$ cat config.mk
export PLATFORM = sky130hd
export DESIGN_NAME = boa_bitmap
export DESIGN_NICKNAME = d
export VERILOG_FILES = /design/src/rtl/boa_pkg.sv /design/src/rtl/boa_bitmap.sv
export SDC_FILE = /design/constraint.sdc
export NUM_CORES = 2
export LEC_CHECK = 0
export CORE_MARGIN = 3
export CORE_UTILIZATION = 35
export CTS_CLUSTER_DIAMETER = 200
export DETAILED_ROUTE_END_ITERATION = 10
export DONT_BUFFER_PORTS = 1
export SYNTH_ARGS = -nofsm -noshare
export SYNTH_HDL_FRONTEND = slang
export SYNTH_SLANG_ARGS = --single-unit
$ cat constraint.sdc
create_clock -name i_clk -period 5.85 [get_ports i_clk]
set_input_delay 0.585 -clock i_clk [delete_from_list [all_inputs] [get_ports i_clk]]
set_output_delay 0.585 -clock i_clk [all_outputs]
set_load 0.05 [all_outputs]
$ cat src/rtl/boa_pkg.sv
// Shared types, codes and widths for the bitmap object allocator.
`timescale 1ns / 1ps

package boa_pkg;

    localparam int WORD_BITS   = 64;
    localparam int BIT_W       = 6;
    localparam int SIZE_W      = 17;
    localparam int COUNT_W     = 13;
    localparam int OFFSET_W    = 28;
    localparam int INDEX_W     = 12;
    localparam int WCNT_W      = 8;
    localparam int DIV_CNT_W   = 5;

    localparam logic [SIZE_W-1:0]  SIZE_RESET  = 17'd64;
    localparam logic [COUNT_W-1:0] COUNT_RESET = 13'd4096;

    localparam logic OP_ALLOC = 1'b0;
    localparam logic OP_FREE  = 1'b1;

    localparam logic [1:0] ST_OK       = 2'd0;
    localparam logic [1:0] ST_FULL     = 2'd1;
    localparam logic [1:0] ST_RANGE    = 2'd2;
    localparam logic [1:0] ST_NOTALLOC = 2'd3;

    localparam logic CFG_OBJ_SIZE  = 1'b0;
    localparam logic CFG_OBJ_COUNT = 1'b1;

    typedef logic [WORD_BITS-1:0] t_word;

    typedef struct packed {
        logic                start;
        logic [OFFSET_W-1:0] dividend;
        logic [SIZE_W-1:0]   divisor;
    } t_div_req;

    typedef struct packed {
        logic                done;
        logic [OFFSET_W-1:0] quotient;
    } t_div_rsp;

endpackage

$ cat src/rtl/boa_bitmap.sv
// Usage bitmap memory with registered read and a clearing sweep after reset.
`timescale 1ns / 1ps

module boa_bitmap
    import boa_pkg::*;
#(
    parameter int WORDS  = 64,
    parameter int ADDR_W = 6
) (
    input  logic              i_clk,
    input  logic              i_rst_n,
    input  logic              i_wr_en,
    input  logic [ADDR_W-1:0] i_wr_addr,
    input  t_word             i_wr_data,
    input  logic [ADDR_W-1:0] i_rd_addr,
    output t_word             o_rd_data,
    output logic              o_ready
);

    t_word             mem [WORDS];
    t_word             r_rd_data;
    logic              r_clearing;
    logic [ADDR_W-1:0] r_clr_addr;

    always_ff @(posedge i_clk) begin
        if (!i_rst_n) begin
            r_clearing <= 1'b1;
            r_clr_addr <= '0;
        end else if (r_clearing) begin
            r_clr_addr <= r_clr_addr + 1'b1;
            if (r_clr_addr == ADDR_W'(WORDS - 1)) begin
                r_clearing <= 1'b0;
            end
        end
    end

    always_ff @(posedge i_clk) begin
        if (r_clearing) begin
            mem[r_clr_addr] <= '0;
        end else if (i_wr_en) begin
            mem[i_wr_addr] <= i_wr_data;
        end
        r_rd_data <= mem[i_rd_addr];
    end

    assign o_rd_data = r_rd_data;
    assign o_ready   = !r_clearing;

endmodule

---- Yosys cells after proc, flatten, opt, wreduce, memory -nomap -nowiden ----
Memories as Yosys holds them, arrays and structs flattened. A register that Yosys moved wholly into a read port is not among the register bits.
Cells that the tools add are included.
storage, ports and cells
  register bits ........................... 7
  latch bits .............................. 0
  bits in writable memories ............... 4096
  memory bits (read-only) ................. 0
  bits of input ports ..................... 79
  output and inout port bits .............. 65
  logic and storage cells ................. 17
  memories kept ........................... 1
operators by class
  $add $sub $neg .......................... 1
  multiply operators ...................... 0
  divide/modulo/power cells ............... 0
  magnitude comparators ................... 0
  equality and inequality tests ........... 1
  shift-type cells ........................ 0
  muxes and demuxes ....................... 10
  bitwise gates (word level) .............. 0
  reductions and logical operators ........ 2
memories
  name  depth  bits a word  rd ports  clocked after memory_dff  wr ports  line              text
  mem   64     64           1         1                         1         boa_bitmap.sv:20  t_word mem [WORDS];
operators by type and width
  cell                                         number
  two-way mux 64 bit                           1
  OR reduction 64 bit                          1
  two-way mux 1 bit                            8
  adder 6 x 1 -> 6 bit, second input constant  1
  equality test 6 bit, second input constant   1
  two-way mux 6 bit                            1
  logical NOT 1 bit                            1

---- Logic depth before layout (Yosys ltp) ----
  word-level depth ........................ 5
  gate-level depth with buffers ........... 10
  mapped depth without buffers ............ 5

---- Worst setup path before layout ----
OpenSTA, ideal clock, no wires.
  kind .................................... in2reg
  from .................................... in i_wr_en
  to ...................................... mem mem[43][0] in the netlist's numbering, enable pin
  setup time .............................. 487 ps
  arrival time ............................ 4255 ps
  required time ........................... 5363 ps
  setup slack ............................. 1109 ps
  stages .................................. 6
  buffers on the path ..................... 1
  cell sequence ........................... nor2b_1 clkbuf_1 nand3b_1 a21oi_1 nand2_1 nor2_1
on the way
  cells in the longest elaborated chain, start to end .. 5
  elaborated cells between the ends (all ways) .. 6
  those cells by class .................... 5 x mux; 1 x reduce/logical
ends and longest elaborated chain
  what                                                                     line              text
  from (decl)                                                              boa_bitmap.sv:12  input logic i_wr_en,
  two-way mux 1 bit (*)                                                    boa_bitmap.sv:40  end else if (i_wr_en) begin
  two-way mux 1 bit (*)                                                    boa_bitmap.sv:38  if (r_clearing) begin
  two-way mux 1 bit (not written as such) (*)                              boa_bitmap.sv:41  mem[i_wr_addr] <= i_wr_data;
  OR reduction 64 bit (no line)                                            -
  two-way mux 6 bit (no line) / two-way mux 1 bit (equally long branches)  -
  to (decl)                                                                boa_bitmap.sv:20
Mark *: on every way between the ends. The rest lies on a longest branch, timed or not.

==> flow_metrics.tcl <==
set metrics [dict create \
    status "finished with violations" \
    violations "slew limit" \
    p_leak_nw 55.96 \
    grt_max_degree 501 \
    antenna_found_initial 51 \
    power.share.clock 0.425 \
    synth_edf_count 4096 \
    wl_per_cell_um 33.37 \
    final_nets 6955 \
    powerDensity_mw_per_mm2 339.3 \
    place_ws_ns 1.220 \
    ys.flop_type "edfxtp_1" \
    rsz0062_at_grt "false" \
    fin_area_mm2 0.1793 \
    die_area_mm2 0.4560 \
    crit_buf_inv 4 \
    synth_top_area_cell "edfxtp_1" \
    synth-async-reset-ratio 0 \
    multi_input_area_mm2 0.03105 \
    dp_cells 12370 \
    grt_pass1_vias 75140 \
    endpoint_kind "register" \
    initial_core_util 0.3518 \
    post_cts_buffers 0 \
    clock_skew_ns 0.05697 \
    worstSkewPairLatency_ns 0.97 \
    min_period_ns 4.471 \
    ys_warn_count 0 \
    cap_violations 0 \
    p_seq_frac 0.540 \
    critPathMaxFanout 134 \
    overflow 0 \
    crit_arrival_ns 5.37 \
    setup_ws_ns 1.379 \
    dp_hpwl_um 223700 \
    grt_use_total 0.1903 \
    holdPathEnd "o_rd_data[61]" \
    drive_above_1_share 0.2815 \
    worstRegToRegCells 5 \
    synth_cell_types 50 \
    wl_um 440000 \
    dr.pass1.iters 5 \
    hold_viol 0 \
    path_delay_family "buffers and inverters" \
    final_cell_mix "4096 x edfxtp_1, 1066 x mux4_2, 421 x clkbuf_16" \
    crit_slowest_cell "nor4_1" \
    numCtsBuffers 417 \
    p_int_mw 48.12 \
    die_w_um 675.3 \
    io_pins 144 \
    vdd_drop_max_mv 0.2604 \
    area_growth_pct 14.34 \
    holdCritPathClass "input port to register" \
    ys_ff_latch 4167 \
    synth-seq-area-share 0.7935 \
    utilization 0.4022 \
    dieHeight_um 675.3 \
    cpPeakStageDelay_ns 0.88 \
    power_mw 60.83 \
    p_sw_frac 0.2090 \
    hold_start "i_rd_addr[2]" \
    layoutNonFillerInstCount 13190 \
    ant_nets 0 \
    via_per_inst 5.706 \
    yosys-top-cells-area "edfxtp_1 78%, mux4_2 15%, o22ai_1 1.1%, dfxtp_1 0.91%, mux2i_1 0.65%" \
    crit_type "input port to register" \
    hold_slack_ns 0.06150 \
    r2r-end "mem[24][14]" \
    final_common_cell "edfxtp_1" \
    fmax_mhz 223.7 \
    num_rows 245 \
    tns_ns 0 \
    core_mm2 0.4457 \
    required_ns 6.75 \
    numPortBuffers 0 \
    synthCells 6572 \
    cts_root_buffer "clkbuf_16" \
    syn_avg_cell_area_um2 23.86 \
    syn-cell-area_mm2 0.1568 \
    grt_pass1_wl_um 610200 \
    fin_crit_sh 0.7642 \
    drv_slew 44 \
    n_fill_cell 38470 \
    r2r_start "r_clearing" \
    syn-num-nets 6652 \
    start_kind "input port" \
    placedInstanceArea_mm2 0.1658 \
    worstMarginPinSlew_ns 1.630 \
    cts_max_level 5 \
    setup_viol 0 \
    drt_iter0_drc 9279 \
    slew_headroom -0.08661 \
    cts_tree "yes" \
    routabilityCongestion 0.7788 \
    ff_latch_area_mm2 0.1244 \
    cts.sinks 4167 \
    synth_top_area_frac 0.7845 \
    worstPathCellList "buf_16 -> buf_16 -> buf_16 -> mux4_2 -> o22ai_1 -> nor4_1 -> a2bb2oi_1 -> dlygate4sd3_1" \
    rrSetupSlack_ns 1.77 \
    holdPathStages 3 \
    drc 0 \
    clkSlewWorstSetupHoldPaths_ns 0.06 \
    clk_path_buf_depth 4 \
    switchingPower_mw 12.72 \
    crit_top_cell "buf_16" \
    vias 75230 \
    p_comb_frac 0.035 \
]
## cell usage after synthesis, types with 2 or more instances
library cell and count:
dfxtp_1 71, nand3b_1 5, nor2_1 85, buf_2 146
nand2_1 89, nor2b_1 15, a211o_1 46, and2_1 70
o31ai_1 2, a32oi_1 5, mux4_2 1066, edfxtp_1 4096
o22ai_1 277, a2bb2oi_1 47, o221ai_1 10, o311ai_0 5
buf_1 20, o21a_1 3, nor4_1 57, a22oi_1 5
a21oi_1 22, mux2_2 18, or3_1 4, nand2b_1 8
xnor2_1 3, nor3_1 17, nand4_1 2, buf_4 87
o21ai_0 26, a211oi_1 15, inv_1 3, nand3_1 10
buf_6 10, o22a_1 10, mux2i_1 102, clkbuf_1 101
## cells by family (layout without fill, tap and decap cells)
group / Yosys count / after routing / synth area share
adders and majority gates: 1 / 1 / 0.00007979
and+or+nand+nor: 365 / 365 / 0.01162
other: 0 / 32 / 0
buffers and inverters: 368 / 1021 / 0.01254
muxes: 1186 / 1186 / 0.1609
xor gates and xnor gates: 4 / 4 / 0.0002235
DFF: 4167 / 4167 / 0.7935
AOI/OAI and AO/OA: 481 / 481 / 0.02107
## layer usage
layer  routed length, um  GRT usage
met1              172500     0.2587
met2              215100     0.3138
met3               37350    0.03281
met4               14930    0.05875
met5                  27          0
## tightest hold or removal path: stages
cell and delay, ns:
nor2_1 0.13, a211oi_1 0.06, nor3_1 0.12
## how the worst max path moves through the flow
stage / startpoint / endpoint / slack [ns] / cells past startpoint
6_report: i_rd_addr[1] / o_rd_data[0] / 1.38 / 8
5_1_grt: i_rd_addr[1] / o_rd_data[0] / 1.39 / 8
4_1_cts: i_rd_addr[1] / o_rd_data[0] / 1.73 / 8
3_5_place_dp: i_rd_addr[1] / o_rd_data[0] / 1.22 / 7
3_3_place_gp: i_rd_addr[1] / o_rd_data[0] / 1.29 / 7
2_1_floorplan: i_wr_en / mem[43][0] / 1.11 / 6
## what timing repair did
item | CTS | global route
setup endpoints to repair | 0 | 0
hold buffers | 12 | 2
hold endpoints to repair | 63 | 4
gates resized for setup | 0 | 0
## sequential cells by signal (all words and copies together) (netlist names)
signal      flops
mem          4096
r_clearing      1
r_clr_addr      6
o_rd_data      64
## area by class of cell
type                       count  share of cell area
sequential                  4167              0.6940
multi-input combinational   2037              0.1732
clock buffer                 549             0.06223
tap                         5928             0.04137
timing repair buffer         248             0.01783
clock inverter               220             0.01080
antenna                       32           0.0004467
inverter                       4          0.00008375
## power groups by stage
stage | registers (mW) | logic, mW | clock network, mW
6_report | 32.9 | 2.13 | 25.8
5_1_grt | 32.9 | 2.23 | 27.4
4_1_cts | 32.9 | 2.08 | 26.2
3_5_place_dp | 33.5 | 2.01 | 0
3_3_place_gp | 33.5 | 2.00 | 0
2_1_floorplan | 33.4 | 1.47 | 0
(Power assumes the default switching activity.)
