--- src/rtl/boa_pkg.sv ---
// Shared types, codes and widths for the bitmap object allocator.
`timescale 1ns / 1ps

package boa_pkg;

    localparam int WORD_BITS   = 64;
    localparam int BIT_W       = 6;
    localparam int SIZE_W      = 17;
    localparam int COUNT_W     = 13;
    localparam int OFFSET_W    = 28;
    localparam int INDEX_W     = 12;
    localparam int WCNT_W      = 8;
    localparam int DIV_CNT_W   = 5;

    localparam logic [SIZE_W-1:0]  SIZE_RESET  = 17'd64;
    localparam logic [COUNT_W-1:0] COUNT_RESET = 13'd4096;

    localparam logic OP_ALLOC = 1'b0;
    localparam logic OP_FREE  = 1'b1;

    localparam logic [1:0] ST_OK       = 2'd0;
    localparam logic [1:0] ST_FULL     = 2'd1;
    localparam logic [1:0] ST_RANGE    = 2'd2;
    localparam logic [1:0] ST_NOTALLOC = 2'd3;

    localparam logic CFG_OBJ_SIZE  = 1'b0;
    localparam logic CFG_OBJ_COUNT = 1'b1;

    typedef logic [WORD_BITS-1:0] t_word;

    typedef struct packed {
        logic                start;
        logic [OFFSET_W-1:0] dividend;
        logic [SIZE_W-1:0]   divisor;
    } t_div_req;

    typedef struct packed {
        logic                done;
        logic [OFFSET_W-1:0] quotient;
    } t_div_rsp;

endpackage

--- src/rtl/boa_divider.sv ---
// Restoring divider, one quotient bit per cycle, for offset-to-index conversion.
`timescale 1ns / 1ps

module boa_divider
    import boa_pkg::*;
(
    input  logic     i_clk,
    input  logic     i_rst_n,
    input  t_div_req i_req,
    output t_div_rsp o_rsp
);

    logic                 r_busy, n_busy;
    logic                 r_done, n_done;
    logic [DIV_CNT_W-1:0] r_cnt, n_cnt;
    logic [OFFSET_W-1:0]  r_quo, n_quo;
    logic [SIZE_W-1:0]    r_rem, n_rem;
    logic [SIZE_W-1:0]    r_dsr, n_dsr;
    logic [SIZE_W:0]      rem_sh;

    always_comb begin
        n_busy = r_busy;
        n_done = 1'b0;
        n_cnt  = r_cnt;
        n_quo  = r_quo;
        n_rem  = r_rem;
        n_dsr  = r_dsr;
        rem_sh = {r_rem, r_quo[OFFSET_W-1]};
        if (i_req.start) begin
            n_busy = 1'b1;
            n_cnt  = '0;
            n_quo  = i_req.dividend;
            n_rem  = '0;
            n_dsr  = i_req.divisor;
        end else if (r_busy) begin
            // shift one dividend bit in, subtract where it fits
            if (rem_sh >= {1'b0, r_dsr}) begin
                n_rem = SIZE_W'(rem_sh - {1'b0, r_dsr});
                n_quo = {r_quo[OFFSET_W-2:0], 1'b1};
            end else begin
                n_rem = rem_sh[SIZE_W-1:0];
                n_quo = {r_quo[OFFSET_W-2:0], 1'b0};
            end
            n_cnt = r_cnt + 1'b1;
            if (r_cnt == DIV_CNT_W'(OFFSET_W - 1)) begin
                n_busy = 1'b0;
                n_done = 1'b1;
            end
        end
    end

    always_ff @(posedge i_clk) begin
        if (!i_rst_n) begin
            r_busy <= 1'b0;
            r_done <= 1'b0;
            r_cnt  <= '0;
        end else begin
            r_busy <= n_busy;
            r_done <= n_done;
            r_cnt  <= n_cnt;
        end
        r_quo <= n_quo;
        r_rem <= n_rem;
        r_dsr <= n_dsr;
    end

    assign o_rsp.done     = r_done;
    assign o_rsp.quotient = r_quo;

endmodule

--- config.mk ---
export PLATFORM = sky130hd
export DESIGN_NAME = boa_divider
export DESIGN_NICKNAME = d
export VERILOG_FILES = /design/src/rtl/boa_pkg.sv /design/src/rtl/boa_divider.sv
export SDC_FILE = /design/constraint.sdc
export NUM_CORES = 1
export LEC_CHECK = 0
export ABC_CLOCK_PERIOD_IN_PS = 2580
export BUFFER_PORTS_ARGS = -buffer_cell sky130_fd_sc_hd__buf_4
export CAP_MARGIN = 15
export CORE_ASPECT_RATIO = 0.7
export CORE_UTILIZATION = 49
export DETAILED_ROUTE_END_ITERATION = 7
export GPL_ROUTABILITY_DRIVEN = 1
export HOLD_SLACK_MARGIN = 0.08
export PLACE_DENSITY = 0.76
export RECOVER_POWER = 25
export SLEW_MARGIN = 25
export SYNTH_ARGS = -nofsm -noshare
export SYNTH_HDL_FRONTEND = slang
export SYNTH_SLANG_ARGS = --single-unit
export TNS_END_PERCENT = 30
--- constraint.sdc ---
create_clock -name i_clk -period 2.58 [get_ports i_clk]
set_clock_uncertainty 0.2 [all_clocks]
set_input_delay 0.387 -clock i_clk [delete_from_list [all_inputs] [get_ports i_clk]]
set_output_delay 0.387 -clock i_clk [all_outputs]
set_load 0.01 [all_outputs]
Yosys cells after proc, flatten, opt, wreduce, memory -nomap -nowiden
Index checks and enable logic that the tools add are counted.

Register bits: 69.

Add/subtract/negate cells: 2. Magnitude comparators: 1. Eq/ne operators: 1. Muxes and demuxes: 8. Bitwise logic cells: 2. Reductions and logical operators: 3.

Operators by type and width (number): two-way mux 28 bit (2); >= comparator 18 x 17 -> 1 bit (1); two-way mux 17 bit (1); subtractor 17 bit (1); adder 5 x 1 -> 5 bit, second input constant (1); == test 5 bit, second input constant (1); two-way mux 1 bit (5); OR reduction 3 bit (1); inverter 1 bit (2); nonzero test 2 bit (1); OR reduction 2 bit (1).

Longest topological paths before layout
Word-level depth: 4. Depth in mapped cells: 13. Gate-level depth less buffers: 12.

Least setup slack after synthesis
OpenSTA, ideal clock, no wires.

Kind: reg2reg. Start: register r_quo[27]. End: register r_rem[7]. Library setup time: 136 ps. Arrival: 2535 ps. Data required time: 2244 ps. Slack: -290 ps. Stages on the path, launching flop included: 13. Buffers on the path: 2. Cell sequence: edfxtp_1 inv_1 ha_1 inv_1 fa_1 a21o_1 a221oi_2 o221ai_2 a21oi_2 buf_6 buf_8 mux2i_1 a211oi_2.

Cells in the longest elaborated chain, start to end: 2. Elaborated cells on any way between the ends: 3. Classes of those cells: 1 x add/sub; 1 x order compare; 1 x mux.

Ends and longest elaborated chain: start: declaration (RTL line boa_divider.sv:16) `logic [OFFSET_W-1:0] r_quo, n_quo;`; start signal: assignment (RTL line boa_divider.sv:62) `r_quo <= n_quo;`; subtractor 17 bit / >= comparator 18 x 17 -> 1 bit (equally long branches) (RTL line boa_divider.sv:38, boa_divider.sv:37); two-way mux 17 bit * (RTL line boa_divider.sv:37) `if (rem_sh >= {1'b0, r_dsr}) begin`; end signal: assignment (RTL line boa_divider.sv:63) `r_rem <= n_rem;`; end: declaration (RTL line boa_divider.sv:17) `logic [SIZE_W-1:0] r_rem, n_rem;`.

Mark *: on every way between the ends. The rest lies on a longest branch, timed or not. A chain may end at the register's enable or synchronous reset.

Final worst setup path
Start: register r_quo[27]. End: register r_rem[10].

Same word-level chain as after synthesis.

==> impl_results.md <==
- Top cells by count, synth: edfxtp_1, nor2_1, mux2_2
- Syn Nets: 373
- Initial antenna violation count: 0
- CTS tree: yes
- Clock Tree Buf Depth: 2
- Synth unique cells: 49
- Flops & latches, synth: 69
- Critical Path AT: 2810 ps
- Post-synthesis xor/xnor area fraction: 4.180%
- # DRC: 0
- R2R Setup Slk: -220 ps
- Switching share of power: 28.67%
- Endpoints failing hold: 0
- RSZ-0062 raised after global routing: yes
- EDFF count, synth: 45
- Final Cycle Share: 108.6%
- TritonCTS buffer count: 9
- Crit path from: r_quo[27]$_DFFE_PP_
- Clock network fraction of total power: 25.2%
- Reg area: 1832 um2
- Leakage power figure: 0.002088 uW
- Seq pwr share: 46.7%
- Combinational Power Share: 28.1%
- Vias after detailed routing: 2,724
- Sequential-to-total area share from yosys stat: 51.42%
- Ys async rst share: 0%
- Worst vdd ir: 0.0003391 V
- Number of routed nets with antenna violations: 0
- CP Capture Type: flip-flop
- Initial Utilization: 51.76%
- Power per cell area: 592.8 nW/um2
- First-pass GRT wire length: 12.56 mm
- Largest net degree at the start of global routing: 36
- Synth Flop Type: edfxtp_1
- I/O pin count: 77
- Simple-gate share of the synthesized area: 8.746%
- Max Cap Viol: 0
- Yosys Warn Count: 0
- Critical path launch point type: flip-flop
- Synth Area in Compound Gates: 13.59%
- DR vias/cell: 5.120
- Critical path capture point: r_rem[10]$_SDFFE_PP0P_
- Avg Cell Area, Syn: 11.64 um2
- Worst Path Max Fanout: 6
- Most common cell in the synthesized netlist: edfxtp_1
- Die Width: 103.9 um
- Max layer used: met4
- CTS H-tree depth: 3
- Routed length per instance: 14.45 um
- Setup_tns: -2686 ps
- First drt pass iteration count: 4
- Critical path class: flip-flop to flip-flop
- Gr usage total: 21.40%
- Reg2reg path depth: 13
- WL met2: 3.616 mm
- Slew Limit Fails: 0
- Clock Latency Late Sink: 340 ps
- CTS root buffer: clkbuf_8
- Die ar.: 7620 um2
- Congestion Overflow GR: 0
- Syn Std Cell Area: 3562 um2
- Final setup fails: 18
- Wire length on met1: 3.684 mm
- Wire length on met3: 350 um
- Vias in the first global route: 2,637
- Relative slew slack: 59.96%
- Top-area cell type share of the netlist area: 37.93%
- DRT iter0 DRCs: 108
- Power Internal: 2053 uW
- Reg-to-reg startpoint: r_quo[27]$_DFFE_PP_
- Main combinational cell family by area after synthesis: compound AO/OA/AOI/OAI gates
- Net Sw Power: 825.3 uW
- Clock sink count: 69
- Worst slew pin tran: 598.4 ps
- Synth area leader: edfxtp_1
- Portion of netlist area occupied by mux cells: 10.54%
- Failing checks: setup timing
- Setup ws final: -221.0 ps
- Post-layout nets: 500
- IO buf count: 76
- Outcome: finished, violations left
- Synth-to-Final Area Change: 36.32%
- Hpwl dp: 5.495 mm
- Inserted Diodes: 0
- WL final: 7.686 mm
- Reg clk slew, reported paths: 70 ps
- Adder-cell share of the synthesized area: 6.884%
- Filler Cell Count: 512
- Layout cells sized above 1: 40.41%
- Worst Hold Class: input port to flip-flop
- Multi-input gate area: 1642 um2
- R2R Path End: r_rem[10]$_SDFFE_PP0P_
- FP Rows: 25
- Routability-driven placement congestion ratio: 0.8663
- Ranking of synthesized cells by area: edfxtp_1, dfxtp_1, mux2_2, ha_1, nor2_1
- Critical path data required time: 2590 ps
- Peak Freq: 0.3570 GHz
- Area of the core region: 6882 um2
- Core Util, Final: 70.56%
- Minimum clock period: 2801 ps
- Die Ht: 73.34 um
- Post-Synthesis Cells: 306
==> state kept, by name (all words and copies together), names as in the netlist <==
name and cells:
r_quo 28, r_cnt 5, r_dsr 17, r_busy 1
r_done 1, r_rem 17
==> cell type report <==
cell class / count / area share [%]
timing repair buffer: 128 / 21.03
tap: 94 / 2.422
sequential: 69 / 37.72
inverter: 23 / 1.778
multi-input combinational: 202 / 33.81
clock buffer: 10 / 2.628
clock inverter: 6 / 0.6184
==> worst min path at each step <==
stage / start / endpoint / slack [ps] / cells past startpoint
floorplan: r_rem[15]$_SDFFE_PP0P_ / r_rem[15]$_SDFFE_PP0P_ / 260 / 2
global placement: r_rem[14]$_SDFFE_PP0P_ / r_rem[14]$_SDFFE_PP0P_ / 290 / 2
detailed placement: r_cnt[4]$_SDFFE_PP0P_ / r_cnt[4]$_SDFFE_PP0P_ / 300 / 2
CTS: i_req[43] / r_quo[26]$_DFFE_PP_ / 130 / 2
global route: i_req[34] / r_quo[17]$_DFFE_PP_ / 130 / 2
finish: i_req[32] / r_quo[15]$_DFFE_PP_ / 150 / 2
==> cells by family after synthesis <==
group,Yosys count
DFF,69
adders and majority gates,19
muxes,34
buffers and inverters,35
AOI/OAI and AO/OA,67
and+or+nand+nor,65
xor gates and xnor gates,17
==> layout by cell type, fill, tap and decap left out, types with 3 or more instances in the layout <==
master         instances
xor2_1                 8
dlygate4sd3_1         18
ha_1                  17
nor2_1                29
a211oi_1              10
a21o_1                 3
buf_4                 89
clkbuf_4              17
mux2i_1                6
o21ai_2                4
o21a_1                 4
clkinv_2               3
xnor2_1                8
mux2_2                28
a32oi_1                3
nand2_1               10
o21ai_0                3
inv_1                 22
clkbuf_8               9
dfxtp_1               24
o21ai_1                5
nand2b_1               3
a21oi_1               14
a21oi_2                5
nor3_1                 3
nand4_1                4
o31ai_1                3
edfxtp_1              45
buf_6                  4
==> stage by stage <==
step / hold slack, ps / cells / cell area (um2) / setup slack, ps / power [uW]
final: 146.5 / 532 / 4856 / -221.0 / 2879
after global routing: 126.0 / 532 / 4856 / -307.6 / 3028
after CTS: 129.1 / 530 / 4821 / -213.5 / 2888
after detailed placement: 300.6 / 494 / 4399 / -269.2 / 2093
after global placement: 290.8 / 494 / 4399 / -169.1 / 2075
after floorplan: 261.7 / 306 / 3565 / -223.1 / 1802
==> power groups by stage <==
stage	Clock (uW)	Sequential, uW	Combinational [uW]
after floorplan	0	1380	423
after global placement	0	1360	714
after detailed placement	0	1370	726
after CTS	749	1340	795
after global routing	795	1360	877
final	727	1340	808
==> per-layer routing <==
layer / up-vias / GRT usage (%)
met2: 68 / 33.70
met3: 2 / 6.389
li1: 1376 / -
met1: 1278 / 28.98
met4: 0 / 6.032
met5: - / 0
==> what timing repair did <==
action | CTS | global route
setup buffers | 2 | 2
hold buffers | 18 | 0
resized for setup | 18 | 5
pin swaps | 18 | 9
endpoints found under the setup margin | 18 | 18
endpoints found under the hold margin | 18 | 0
cloned | 0 | 0
==> worst max-delay path, stage by stage, from the launching register on <==
cell and delay (ps):
edfxtp_1 390, inv_1 80, ha_2 180, inv_2 40, fa_2 330, a21o_1 200
a221oi_4 300, o221ai_2 180, a21oi_2 220, buf_6 150, buf_4 120, nor2_1 40
a21oi_1 150, a211oi_1 90
No activity file was read; power rests on OpenSTA's default activity.
